### src/rtl/tsc_pkg.sv
`default_nettype none
// ----------------------------------------------------------------------------
// tsc_pkg: shared types and constants of the TSC charge deposition block
// Transaction payloads, configuration indexes, action codes, controller
// states and the command and status groups between controller and datapath.
// ----------------------------------------------------------------------------
package tsc_pkg;

    localparam int DEF_MAX_GRID_WIDTH  = 256;
    localparam int DEF_MAX_GRID_HEIGHT = 256;
    localparam int DEF_ACC_WIDTH       = 48;

    localparam int CFG_IDX_W = 3;
    localparam logic [CFG_IDX_W-1:0] CFG_GRID_WIDTH      = 3'd0;
    localparam logic [CFG_IDX_W-1:0] CFG_GRID_HEIGHT     = 3'd1;
    localparam logic [CFG_IDX_W-1:0] CFG_INV_CELL_DX     = 3'd2;
    localparam logic [CFG_IDX_W-1:0] CFG_INV_CELL_DY     = 3'd3;
    localparam logic [CFG_IDX_W-1:0] CFG_INV_CELL_VOLUME = 3'd4;

    localparam logic [8:0]  GRID_SIZE_RESET = 9'd256;
    localparam logic [31:0] INV_RESET       = 32'h0100_0000;

    localparam logic [1:0] ACT_DEPOSIT    = 2'd0;
    localparam logic [1:0] ACT_READ       = 2'd1;
    localparam logic [1:0] ACT_READ_CLEAR = 2'd2;

    localparam int DIVIDEND_W = 26;

    typedef struct packed {
        logic [1:0]         action;
        logic signed [31:0] pos_x;
        logic signed [31:0] pos_y;
        logic signed [31:0] charge;
        logic [7:0]         cell_x;
        logic [7:0]         cell_y;
    } item_t;

    typedef struct packed {
        logic signed [47:0] cell_value;
        logic               saturated;
    } result_t;

    typedef enum logic [3:0] {
        ST_CLEAR,
        ST_IDLE,
        ST_MUL,
        ST_MODX_GO,
        ST_MODX_WAIT,
        ST_MODY_GO,
        ST_MODY_WAIT,
        ST_INIT,
        ST_QW,
        ST_CELL_A,
        ST_CELL_B,
        ST_RD_ISSUE,
        ST_RD_CAP
    } state_t;

    typedef enum logic [2:0] {
        M1_NONE,
        M1_X,
        M1_Y,
        M1_Q,
        M1_GX,
        M1_FX,
        M1_GY,
        M1_FY
    } m1_op_t;

    typedef enum logic [2:0] {
        M2_NONE,
        M2_W0,
        M2_W1,
        M2_W2,
        M2_CELL
    } m2_op_t;

    typedef struct packed {
        logic       in_take;
        m1_op_t     mul1_op;
        m2_op_t     mul2_op;
        logic       mod_start;
        logic       mod_axis;
        logic       mod_src_cell;
        logic       cell_init;
        logic       step_x;
        logic       step_row;
        logic [1:0] wsel_x;
        logic [1:0] wsel_y;
        logic       ram_rd;
        logic       ram_wr_acc;
        logic       ram_wr_zero;
        logic       clr_step;
        logic       out_load;
    } cmd_t;

    typedef struct packed {
        logic mod_done;
        logic clr_last;
        logic out_free;
    } sts_t;

endpackage
`default_nettype wire

### src/rtl/tsc_ctrl.sv
`default_nettype none
// ----------------------------------------------------------------------------
// tsc_ctrl: controller
// Sequences the clearing pass, the setup multiplies, the modulo steps, the
// nine cell updates of a deposit and the read of one cell.
// ----------------------------------------------------------------------------
module tsc_ctrl (
    input  wire logic            clk,
    input  wire logic            rst_n,
    input  wire logic            item_valid,
    input  wire logic [1:0]      item_action,
    output logic                 item_ready,
    output tsc_pkg::cmd_t        cmd,
    input  wire tsc_pkg::sts_t   sts
);

    import tsc_pkg::*;

    state_t     state_reg;
    state_t     state_next;
    logic [2:0] step_reg;
    logic [2:0] step_next;
    logic [1:0] dx_reg;
    logic [1:0] dx_next;
    logic [1:0] dy_reg;
    logic [1:0] dy_next;
    logic [1:0] act_reg;
    logic [1:0] act_next;
    logic       is_deposit;

    assign is_deposit = (act_reg == ACT_DEPOSIT);

    always_ff @(posedge clk or negedge rst_n)
    begin
        if (!rst_n)
        begin
            state_reg <= ST_CLEAR;
            step_reg  <= '0;
            dx_reg    <= '0;
            dy_reg    <= '0;
            act_reg   <= ACT_DEPOSIT;
        end
        else
        begin
            state_reg <= state_next;
            step_reg  <= step_next;
            dx_reg    <= dx_next;
            dy_reg    <= dy_next;
            act_reg   <= act_next;
        end
    end

    always_comb
    begin
        state_next = state_reg;
        step_next  = step_reg;
        dx_next    = dx_reg;
        dy_next    = dy_reg;
        act_next   = act_reg;
        case (state_reg)
            ST_CLEAR:
            begin
                if (sts.clr_last)
                begin
                    state_next = ST_IDLE;
                end
            end
            ST_IDLE:
            begin
                if (item_valid)
                begin
                    act_next  = item_action;
                    step_next = '0;
                    if (item_action == ACT_DEPOSIT)
                    begin
                        state_next = ST_MUL;
                    end
                    else if (item_action inside {ACT_READ, ACT_READ_CLEAR})
                    begin
                        state_next = ST_MODX_GO;
                    end
                end
            end
            ST_MUL:
            begin
                step_next = step_reg + 3'd1;
                if (step_reg == 3'd7)
                begin
                    state_next = ST_MODX_GO;
                end
            end
            ST_MODX_GO:   state_next = ST_MODX_WAIT;
            ST_MODX_WAIT:
            begin
                if (sts.mod_done)
                begin
                    state_next = ST_MODY_GO;
                end
            end
            ST_MODY_GO:   state_next = ST_MODY_WAIT;
            ST_MODY_WAIT:
            begin
                if (sts.mod_done)
                begin
                    state_next = ST_INIT;
                end
            end
            ST_INIT:
            begin
                step_next  = '0;
                state_next = is_deposit ? ST_QW : ST_RD_ISSUE;
            end
            ST_QW:
            begin
                step_next = step_reg + 3'd1;
                if (step_reg == 3'd3)
                begin
                    dx_next    = '0;
                    dy_next    = '0;
                    state_next = ST_CELL_A;
                end
            end
            ST_CELL_A:    state_next = ST_CELL_B;
            ST_CELL_B:
            begin
                if (dx_reg != 2'd2)
                begin
                    dx_next    = dx_reg + 2'd1;
                    state_next = ST_CELL_A;
                end
                else if (dy_reg != 2'd2)
                begin
                    dx_next    = '0;
                    dy_next    = dy_reg + 2'd1;
                    state_next = ST_CELL_A;
                end
                else
                begin
                    state_next = ST_IDLE;
                end
            end
            ST_RD_ISSUE:  state_next = ST_RD_CAP;
            ST_RD_CAP:
            begin
                if (sts.out_free)
                begin
                    state_next = ST_IDLE;
                end
            end
            default:      state_next = ST_IDLE;
        endcase
    end

    always_comb
    begin
        cmd          = '0;
        cmd.mul1_op  = M1_NONE;
        cmd.mul2_op  = M2_NONE;
        cmd.wsel_x   = dx_reg;
        cmd.wsel_y   = dy_reg;
        cmd.mod_src_cell = !is_deposit;
        item_ready   = 1'b0;
        case (state_reg)
            ST_CLEAR:     cmd.clr_step = 1'b1;
            ST_IDLE:
            begin
                item_ready  = 1'b1;
                cmd.in_take = item_valid;
            end
            ST_MUL:
            begin
                case (step_reg)
                    3'd0:    cmd.mul1_op = M1_X;
                    3'd1:    cmd.mul1_op = M1_Y;
                    3'd2:    cmd.mul1_op = M1_Q;
                    3'd3:    cmd.mul1_op = M1_GX;
                    3'd4:    cmd.mul1_op = M1_FX;
                    3'd5:    cmd.mul1_op = M1_GY;
                    3'd6:    cmd.mul1_op = M1_FY;
                    default: cmd.mul1_op = M1_NONE;
                endcase
            end
            ST_MODX_GO:
            begin
                cmd.mod_start = 1'b1;
                cmd.mod_axis  = 1'b0;
            end
            ST_MODY_GO:
            begin
                cmd.mod_start = 1'b1;
                cmd.mod_axis  = 1'b1;
            end
            ST_INIT:      cmd.cell_init = 1'b1;
            ST_QW:
            begin
                case (step_reg)
                    3'd0:    cmd.mul2_op = M2_W0;
                    3'd1:    cmd.mul2_op = M2_W1;
                    3'd2:    cmd.mul2_op = M2_W2;
                    default: cmd.mul2_op = M2_NONE;
                endcase
            end
            ST_CELL_A:
            begin
                cmd.mul2_op = M2_CELL;
                cmd.ram_rd  = 1'b1;
            end
            ST_CELL_B:
            begin
                cmd.ram_wr_acc = 1'b1;
                if (dx_reg != 2'd2)
                begin
                    cmd.step_x = 1'b1;
                end
                else if (dy_reg != 2'd2)
                begin
                    cmd.step_row = 1'b1;
                end
            end
            ST_RD_ISSUE:  cmd.ram_rd = 1'b1;
            ST_RD_CAP:
            begin
                if (sts.out_free)
                begin
                    cmd.out_load    = 1'b1;
                    cmd.ram_wr_zero = (act_reg == ACT_READ_CLEAR);
                end
            end
            default: ;
        endcase
    end

    a_cell_rmw: assert property (@(posedge clk) disable iff (!rst_n)
        state_reg == ST_CELL_A |=> state_reg == ST_CELL_B)
        else $error("cell read not followed by its write");

    a_mod_done_waiting: assert property (@(posedge clk) disable iff (!rst_n)
        sts.mod_done |-> (state_reg == ST_MODX_WAIT || state_reg == ST_MODY_WAIT))
        else $error("modulo result arrived outside a wait state");

    a_out_slot: assert property (@(posedge clk) disable iff (!rst_n)
        cmd.out_load |-> sts.out_free)
        else $error("result loaded over a pending result");

    a_clear_once: assert property (@(posedge clk) disable iff (!rst_n)
        state_reg != ST_CLEAR |=> state_reg != ST_CLEAR)
        else $error("clearing pass restarted");

endmodule
`default_nettype wire

### config.mk
export PLATFORM = sky130hd
export DESIGN_NAME = tsc_ctrl
export DESIGN_NICKNAME = d
export VERILOG_FILES = /design/src/rtl/tsc_pkg.sv /design/src/rtl/tsc_ctrl.sv
export SDC_FILE = /design/constraint.sdc
export NUM_CORES = 1
export LEC_CHECK = 0
export CAP_MARGIN = 20
export CELL_PAD_IN_SITES_DETAIL_PLACEMENT = 1
export CELL_PAD_IN_SITES_GLOBAL_PLACEMENT = 2
export CORE_MARGIN = 2
export CORE_UTILIZATION = 35
export DETAILED_ROUTE_END_ITERATION = 10
export DONT_BUFFER_PORTS = 1
export PLACE_DENSITY_LB_ADDON = 0.1
export SKIP_LAST_GASP = 1
export SLEW_MARGIN = 20
export SYNTH_ARGS = -nofsm -noshare
export SYNTH_HDL_FRONTEND = slang
export SYNTH_SLANG_ARGS = --single-unit
### constraint.sdc
create_clock -name clk -period 2.23 [get_ports clk]
set_clock_uncertainty 0.2 [all_clocks]
set_input_delay 0.223 -clock clk [delete_from_list [all_inputs] [get_ports clk]]
set_output_delay 0.223 -clock clk [all_outputs]
set_load 0.005 [all_outputs]
# Yosys cells after proc, flatten, opt, wreduce, memory -nomap -nowiden
# Cells that the tools add are included.
# totals
inputBits	8
wordCells	99
regBits	13
output_inout_bits	23
# op_classes
n_reduce_logical	15
add_sub_neg	3
eq_ne	35
n_mux	41
# ops
cell	n
$pmux 4 s13	1
$mux 4	11
$ne 2x2->1 const B	11
$pmux 3 s7	1
$eq 4x4->1 const B	5
$eq 4x3->1 const B	4
$mux 2	7
$mux 1	13
$eq 3x3->1 const B	4
$pmux 2 s2	3
$pmux 3 s3	1
$eq 4x2->1 const B	2
$reduce_and 8->1	1
$eq 3x2->1 const B	2
$mux 3	2
$ne 3x3->1 const B	2
$pmux 2 s3	1
$pmux 3 s2	1
$add 2x1->2 const B	2
$eq 2x2->1 const B	2
$eq 4x1->1 const B	1
$logic_not 2->1	2
$logic_not 4->1	1
$reduce_and 2->1	2
other kinds (10)	12

# Logic depth before layout (Yosys ltp)
# Gate-level depths: netlist (run 1).
# depth
word_depth	6
ltp_mapped	6
depth_no_buf	6

# Worst setup path before layout (run 1)
# No wires, ideal clock.
# synth_path
path_type	register to register
start	register step_reg[0]
end	register state_reg[0]
setup_ns	0.134
slack_ns	0.554
path_buffers	0
t_required_ns	1.896
arrival_time_ns	1.342
synth_period_minus_slack_ns	1.676
stages_incl_launch_ff	6
cell_sequence	dfrtp_1 ha_1 ha_1 a211o_1 a211oi_1 o22ai_1
# synth_between
elab_chain_len	3
elab_cells_between_ends	5
classes_between	eq/ne: 4; reduce/logical: 1
# synth_rtl
item	line	source
start: declaration	tsc_ctrl.sv:21	logic [2:0] step_reg;
start signal: assignment	tsc_ctrl.sv:46	step_reg <= step_next;
$eq 3x2->1 / $eq 3x3->1 (equally long branches)	tsc_ctrl.sv:116, tsc_ctrl.sv:87	
$ne 2x2->1 (no source line)	-	
$reduce_and 8->1 (no source line) (*)	-	
end signal: assignment	tsc_ctrl.sv:45	state_reg <= state_next;
end: declaration	tsc_ctrl.sv:19	state_t state_reg;
# Mark *: on every way between the ends. The rest lies on a longest branch, timed or not.
# A chain may end at the register's enable or synchronous reset.

==> results.ini, run 1 <==
[clocking]
cts_inserted_buffers=3
cts_setup_buffers=0
clk_latency_ps=280
cts_root_buf=clkbuf_4
path_clk_slew_ps=80
cts_sinks=13
cts_max_level=1
cts.path.max_buffers=2
cts_tree=done

[placed_design]
io_buffer_count=0
gp_congestion=0.742
dp_hpwl_mm=1.94

[yosys]
synth-simple-area-share=0.271
synthAdderAreaFrac=0.0844
synth_async_sr_flop_share=1.00
syn_nets=140
avgSynthCellArea_um2=8.30
synth_top_family_by_area=simple AND/OR/NAND/NOR gates
synth_seq_cells=13
yosysWarnings=0
synth_xor_xnor_area_share=0.0169
seq_area_frac_synth=0.314
ys_types=41
synthCells=125
synth_compound_gate_area_share=0.194
synth_area_um2=1040
synth-edff-count=0
synth_ff_type=dfrtp_1
synth.area.mux_share=0.0422

[detailed_routing]
wirelength_mm=2.57
first_pass_iters=4
vias_per_cell=5.45
ant_nets=0
post_drt_wl_per_cell_um=15.9
first_iter_violations=42
drc=0
vias=878

[grt]
grt_usage=0.164
grt-ovfl-total=0
grt_pass1_vias=922
grt_max_degree=16
antenna_found_initial=0
grt_pass1_wl_mm=4.33

[timing]
finalSetupTns_ps=0
worst_slew_pin_slew_ps=675
maxSlewViolCount=0
worst_hold_slack_ps=24.7
timing_hold_violations_final=0
max-slew-margin-rel=0.548
fin_crit_sh=0.928
min_period_ps=2070
setup_viol_count_final=0
fmax_ghz=0.483
rsz0062_at_grt=no

[run]
cap_violations=0

[worst_setup_path]
critPathMaxFanout=15
cp-start-kind=flip-flop
required_ps=1810
worstPathArrival_ps=1650
critPathCaptureType=primary output
critPathKind=reg2out

[cells_and_area]
area_growth_pct=8.44
fin_nets=146
final_cell_mix=nor2_1 (18), dfrtp_1 (12), o21ai_0 (9)
diodes=0
mostFrequentLayoutCell=nor2_1
drive_gt1_frac=0.123
largest_reg_flops=4

[floorplan]
start_util=0.373
core_um2=2780
pin_count=31
die_w_um=58.4
die_area_um2=3420
dieHeight_um=58.4
num_rows=19

[power]
vdd.ir_drop.worst_v=0.000650
p_per_area_nw_per_um2=1290
p_leak_uw=0.000513

[status]
status=finished clean

[hold_path]
min_path_type=in2reg

power breakdown:
| group | switching (µW) | internal, µW |
|---|---|---|
| Sequential | 191 | 332 |
| Clock | 79.4 | 69.4 |
| Combinational | 403 | 381 |
| Total | 674 | 782 |
worst max-delay path, cell delays in order (launching register included):
cell and delay, ps:
dfrtp_1 560, nor2b_1 330, and2b_1 280, nand2_1 120, inv_1 80
repair_timing:
action,4_1_cts,5_1_grt
resized for setup,0,1
endpoints found under the setup margin,0,2
hold buffers,3,0
endpoints found under the hold margin,15,0
metal layers:
layer  vias up  GRT usage  share of wire
met5         -          0              0
met4         0     0.0199         0.0058
met3         2     0.0462          0.058
met2        19      0.278           0.46
met1       412      0.215           0.48
li1        445          -              -
area by class of cell:
class                           instances  area, µm²
Fill cell                             339       1660
Tap cell                               31       38.8
Timing Repair Buffer                    8       67.6
Multi-Input combinational cell         96        632
Clock buffer                            4       26.3
Inverter                                9       33.8
Sequential cell                        13        327
Yosys cell counts (2+ instances only):
cell type | count | share of area
a211o_1 | 2 | 0.017
a21oi_1 | 7 | 0.034
a22o_1 | 2 | 0.017
and2_1 | 2 | 0.012
buf_2 | 4 | 0.019
buf_4 | 2 | 0.014
dfrtp_1 | 13 | 0.31
ha_1 | 7 | 0.084
inv_1 | 8 | 0.029
mux2_2 | 3 | 0.033
nand2_1 | 8 | 0.029
nand2b_1 | 2 | 0.012
nor2_1 | 18 | 0.065
nor2b_1 | 5 | 0.030
nor3_1 | 3 | 0.014
o21a_1 | 2 | 0.014
o21ai_0 | 9 | 0.043
o22ai_1 | 3 | 0.018
or3_1 | 2 | 0.012
xnor2_1 | 2 | 0.017
path summary, 6_finish.rpt:
check / from / endpoint / slack [ps] / cells past startpoint
worst max-delay path: state_reg[0]$_DFFE_PN0P_ / cmd[9] / 160 / 4
worst min-delay path: item_valid / act_reg[0]$_DFFE_PN0P_ / 20 / 2
worst max register to register: state_reg[0]$_DFFE_PN0P_ / step_reg[0]$_DFFE_PN0P_ / 420 / 4
worst min register to register: dy_reg[0]$_DFFE_PN0P_ / dy_reg[0]$_DFFE_PN0P_ / 360 / 1
max in group asynchronous: rst_n / state_reg[1]$_DFFE_PN0P_ / 1150 / 1
min in group asynchronous: rst_n / dx_reg[1]$_DFFE_PN0P_ / 220 / 1
per-stage QoR:
| step | total power, µW | util | area, µm² | setup WS [ps] | std cells |
|---|---|---|---|---|---|
| 2_1_floorplan | 1140 | - | 1040 | 554 | 125 |
| 6_report | 1460 | 0.404 | 1120 | 161 | 161 |
| 5_1_grt | 1620 | 0.404 | 1120 | 6.17 | 161 |
| 3_5_place_dp | 1310 | 0.384 | 1070 | 386 | 154 |
| 4_1_cts | 1480 | 0.404 | 1120 | 55.6 | 161 |
| 3_3_place_gp | 1290 | 0.384 | 1070 | 444 | 154 |
cell families (layout without fill, tap and decap cells):
kind of cell / after synthesis / count (layout)
adders and majority gates: 7 / 7
xor gates and xnor gates: 2 / 2
muxes: 4 / 4
DFF: 13 / 13
and+or+nand+nor: 51 / 51
buffers and inverters: 16 / 21
AOI/OAI and AO/OA: 32 / 32
Power figures use the tool's default switching activity.
==> run 2, diff against run 1 <==
--- a/config.mk
+++ b/config.mk
@@ -9,7 +9,8 @@
 export CELL_PAD_IN_SITES_DETAIL_PLACEMENT = 1
 export CELL_PAD_IN_SITES_GLOBAL_PLACEMENT = 2
 export CORE_MARGIN = 2
-export CORE_UTILIZATION = 35
+export CORE_UTILIZATION = 37
+export CTS_BUF_LIST = sky130_fd_sc_hd__clkbuf_2
 export DETAILED_ROUTE_END_ITERATION = 10
 export DONT_BUFFER_PORTS = 1
 export PLACE_DENSITY_LB_ADDON = 0.1
==> run 2 against run 1 <==
Global-route usage rose by 0.54 points. Setup slack improved by 36 ps. Flip-flop and latch count unchanged. Sequential share of layout area rose by 0.49 points. Non-clock buffer count fell by 2. Critical path depth unchanged. Count of clock-buffer cells in the layout stayed put. Clock power down 12%. Sequential power increased by 2%. Register-to-register slack worse by 30 ps. Critical path type unchanged. Critical endpoint unchanged.
==> results.ini, run 2 (same netlist as run 1, synthesis figures left out) <==
[grt]
grt_pass1_vias=942
grt_max_degree=19
grt_usage=0.170
grt-ovfl-total=0
grt_pass1_wl_mm=4.33
antenna_found_initial=0

[detailed_routing]
first_pass_iters=4
wirelength_mm=2.49
first_iter_violations=34
drc=0
vias=894
vias_per_cell=5.62
post_drt_wl_per_cell_um=15.7
ant_nets=0

[placed_design]
gp_congestion=0.715
dp_hpwl_mm=1.96
dpl_cell_area_um2=1050
io_buffer_count=0

[status]
status=finished clean

[worst_setup_path]
cp-start-kind=flip-flop
cp_slowest_cell=dfrtp_1
timing.rr.start=state_reg[0]$_DFFE_PN0P_
critPathKind=reg2out
ff2ff_setup_slack_ps=390
critPathMaxFanout=10
crit_path_cell_trace=nor2b_2 > and2b_1 > nand2_1 > inv_1
crit_start=state_reg[1]$_DFFE_PN0P_
max_stage_delay_ps=590
required_ps=1810
worstPathArrival_ps=1610
critPathCaptureType=primary output

[clocking]
clk_latency_ps=270
path_clk_slew_ps=150
cts_setup_buffers=0
cts_root_buf=clkbuf_2
cts_tree=done
cts_max_level=1
cts_inserted_buffers=3
cts_sinks=13
cts.path.max_buffers=2

[cells_and_area]
mostFrequentLayoutCell=nor2_1
diodes=0
final_cell_mix=nor2_1 (18), dfrtp_1 (12), o21ai_0 (9)
fin_nets=144
multiInputGateArea_um2=634
regArea_um2=327
area_growth_pct=6.63
largest_reg_flops=4
fin_area_um2=1110
drive_gt1_frac=0.125
nFillCells=336

[timing]
worst_hold_slack_ps=13.3
max-slew-margin-rel=0.569
min_period_ps=2030
fin_crit_sh=0.911
rsz0062_at_grt=no
timing_hold_violations_final=0
fmax_ghz=0.492
finalSetupTns_ps=0
setup_viol_count_final=0
worst_slew_pin_slew_ps=644
maxSlewViolCount=0

[floorplan]
num_rows=19
start_util=0.383
die_w_um=56.9
core_um2=2710
die_area_um2=3240
pin_count=31
dieHeight_um=56.9

[run]
cap_violations=0

[power]
totalPowerFinal_uw=1420
vdd.ir_drop.worst_v=0.000597
p_leak_uw=0.000505
p_per_area_nw_per_um2=1290

[hold_path]
min-delay-start=item_action[1]
min_path_type=in2reg

## run 2: cell count changes in the layout (fill, tap and decap cells not counted)
cell / change
nor2b_1: -1
clkbuf_2: +4
clkbuf_1: -1
buf_4: -2
clkbuf_4: -3
nor2b_2: +1
## run 2: final timing paths
check	end	cells after the start
worst max-delay path	cmd[9]	4
worst min-delay path	state_reg[0]$_DFFE_PN0P_	2
worst max register to register	step_reg[0]$_DFFE_PN0P_	4
worst min register to register	dy_reg[0]$_DFFE_PN0P_	1
max in group asynchronous	state_reg[3]$_DFFE_PN0P_	1
min in group asynchronous	state_reg[2]$_DFFE_PN0P_	1
## run 2: cell type report
cell class	instances	share of cell area
inverters	9	0.0305
multi-input cells	96	0.574
clock buffers	4	0.0181
well taps	31	0.0351
flip-flops and latches	13	0.295
repair buffers	6	0.0475
## run 2: worst max-delay path: cells and delay by family (launching register included)
family / cells / cell delay (ps)
buffers and inverters: 1 / 80
and+or+nand+nor: 3 / 660
DFF: 1 / 590
## run 2: timing repair
item	4_1_cts	5_1_grt
setup endpoints to repair	0	4
hold buffers	3	0
gates resized for setup	0	2
endpoints found under the hold margin	15	0
## run 2: layer usage
layer / routed length [µm] / GRT usage
met1: 1200 / 0.226
met2: 1180 / 0.281
met3: 93 / 0.0249
met4: 16 / 0.0598
met5: 0 / 0
## run 2: metrics by stage
step | std cells | utilization | worst slack, ps
final | 159 | 0.408 | 197
after global routing | 159 | 0.408 | 38.2
after CTS | 159 | 0.407 | 51.0
after detailed placement | 152 | 0.388 | 368
after global placement | 152 | 0.388 | 383
after floorplan | 125 | - | 554
## run 2: report_power, final
part           leakage [µW]  switching (µW)  internal, µW
logic              0.000323             398           364
clock network     0.0000166            83.8          47.6
registers          0.000165             200           331
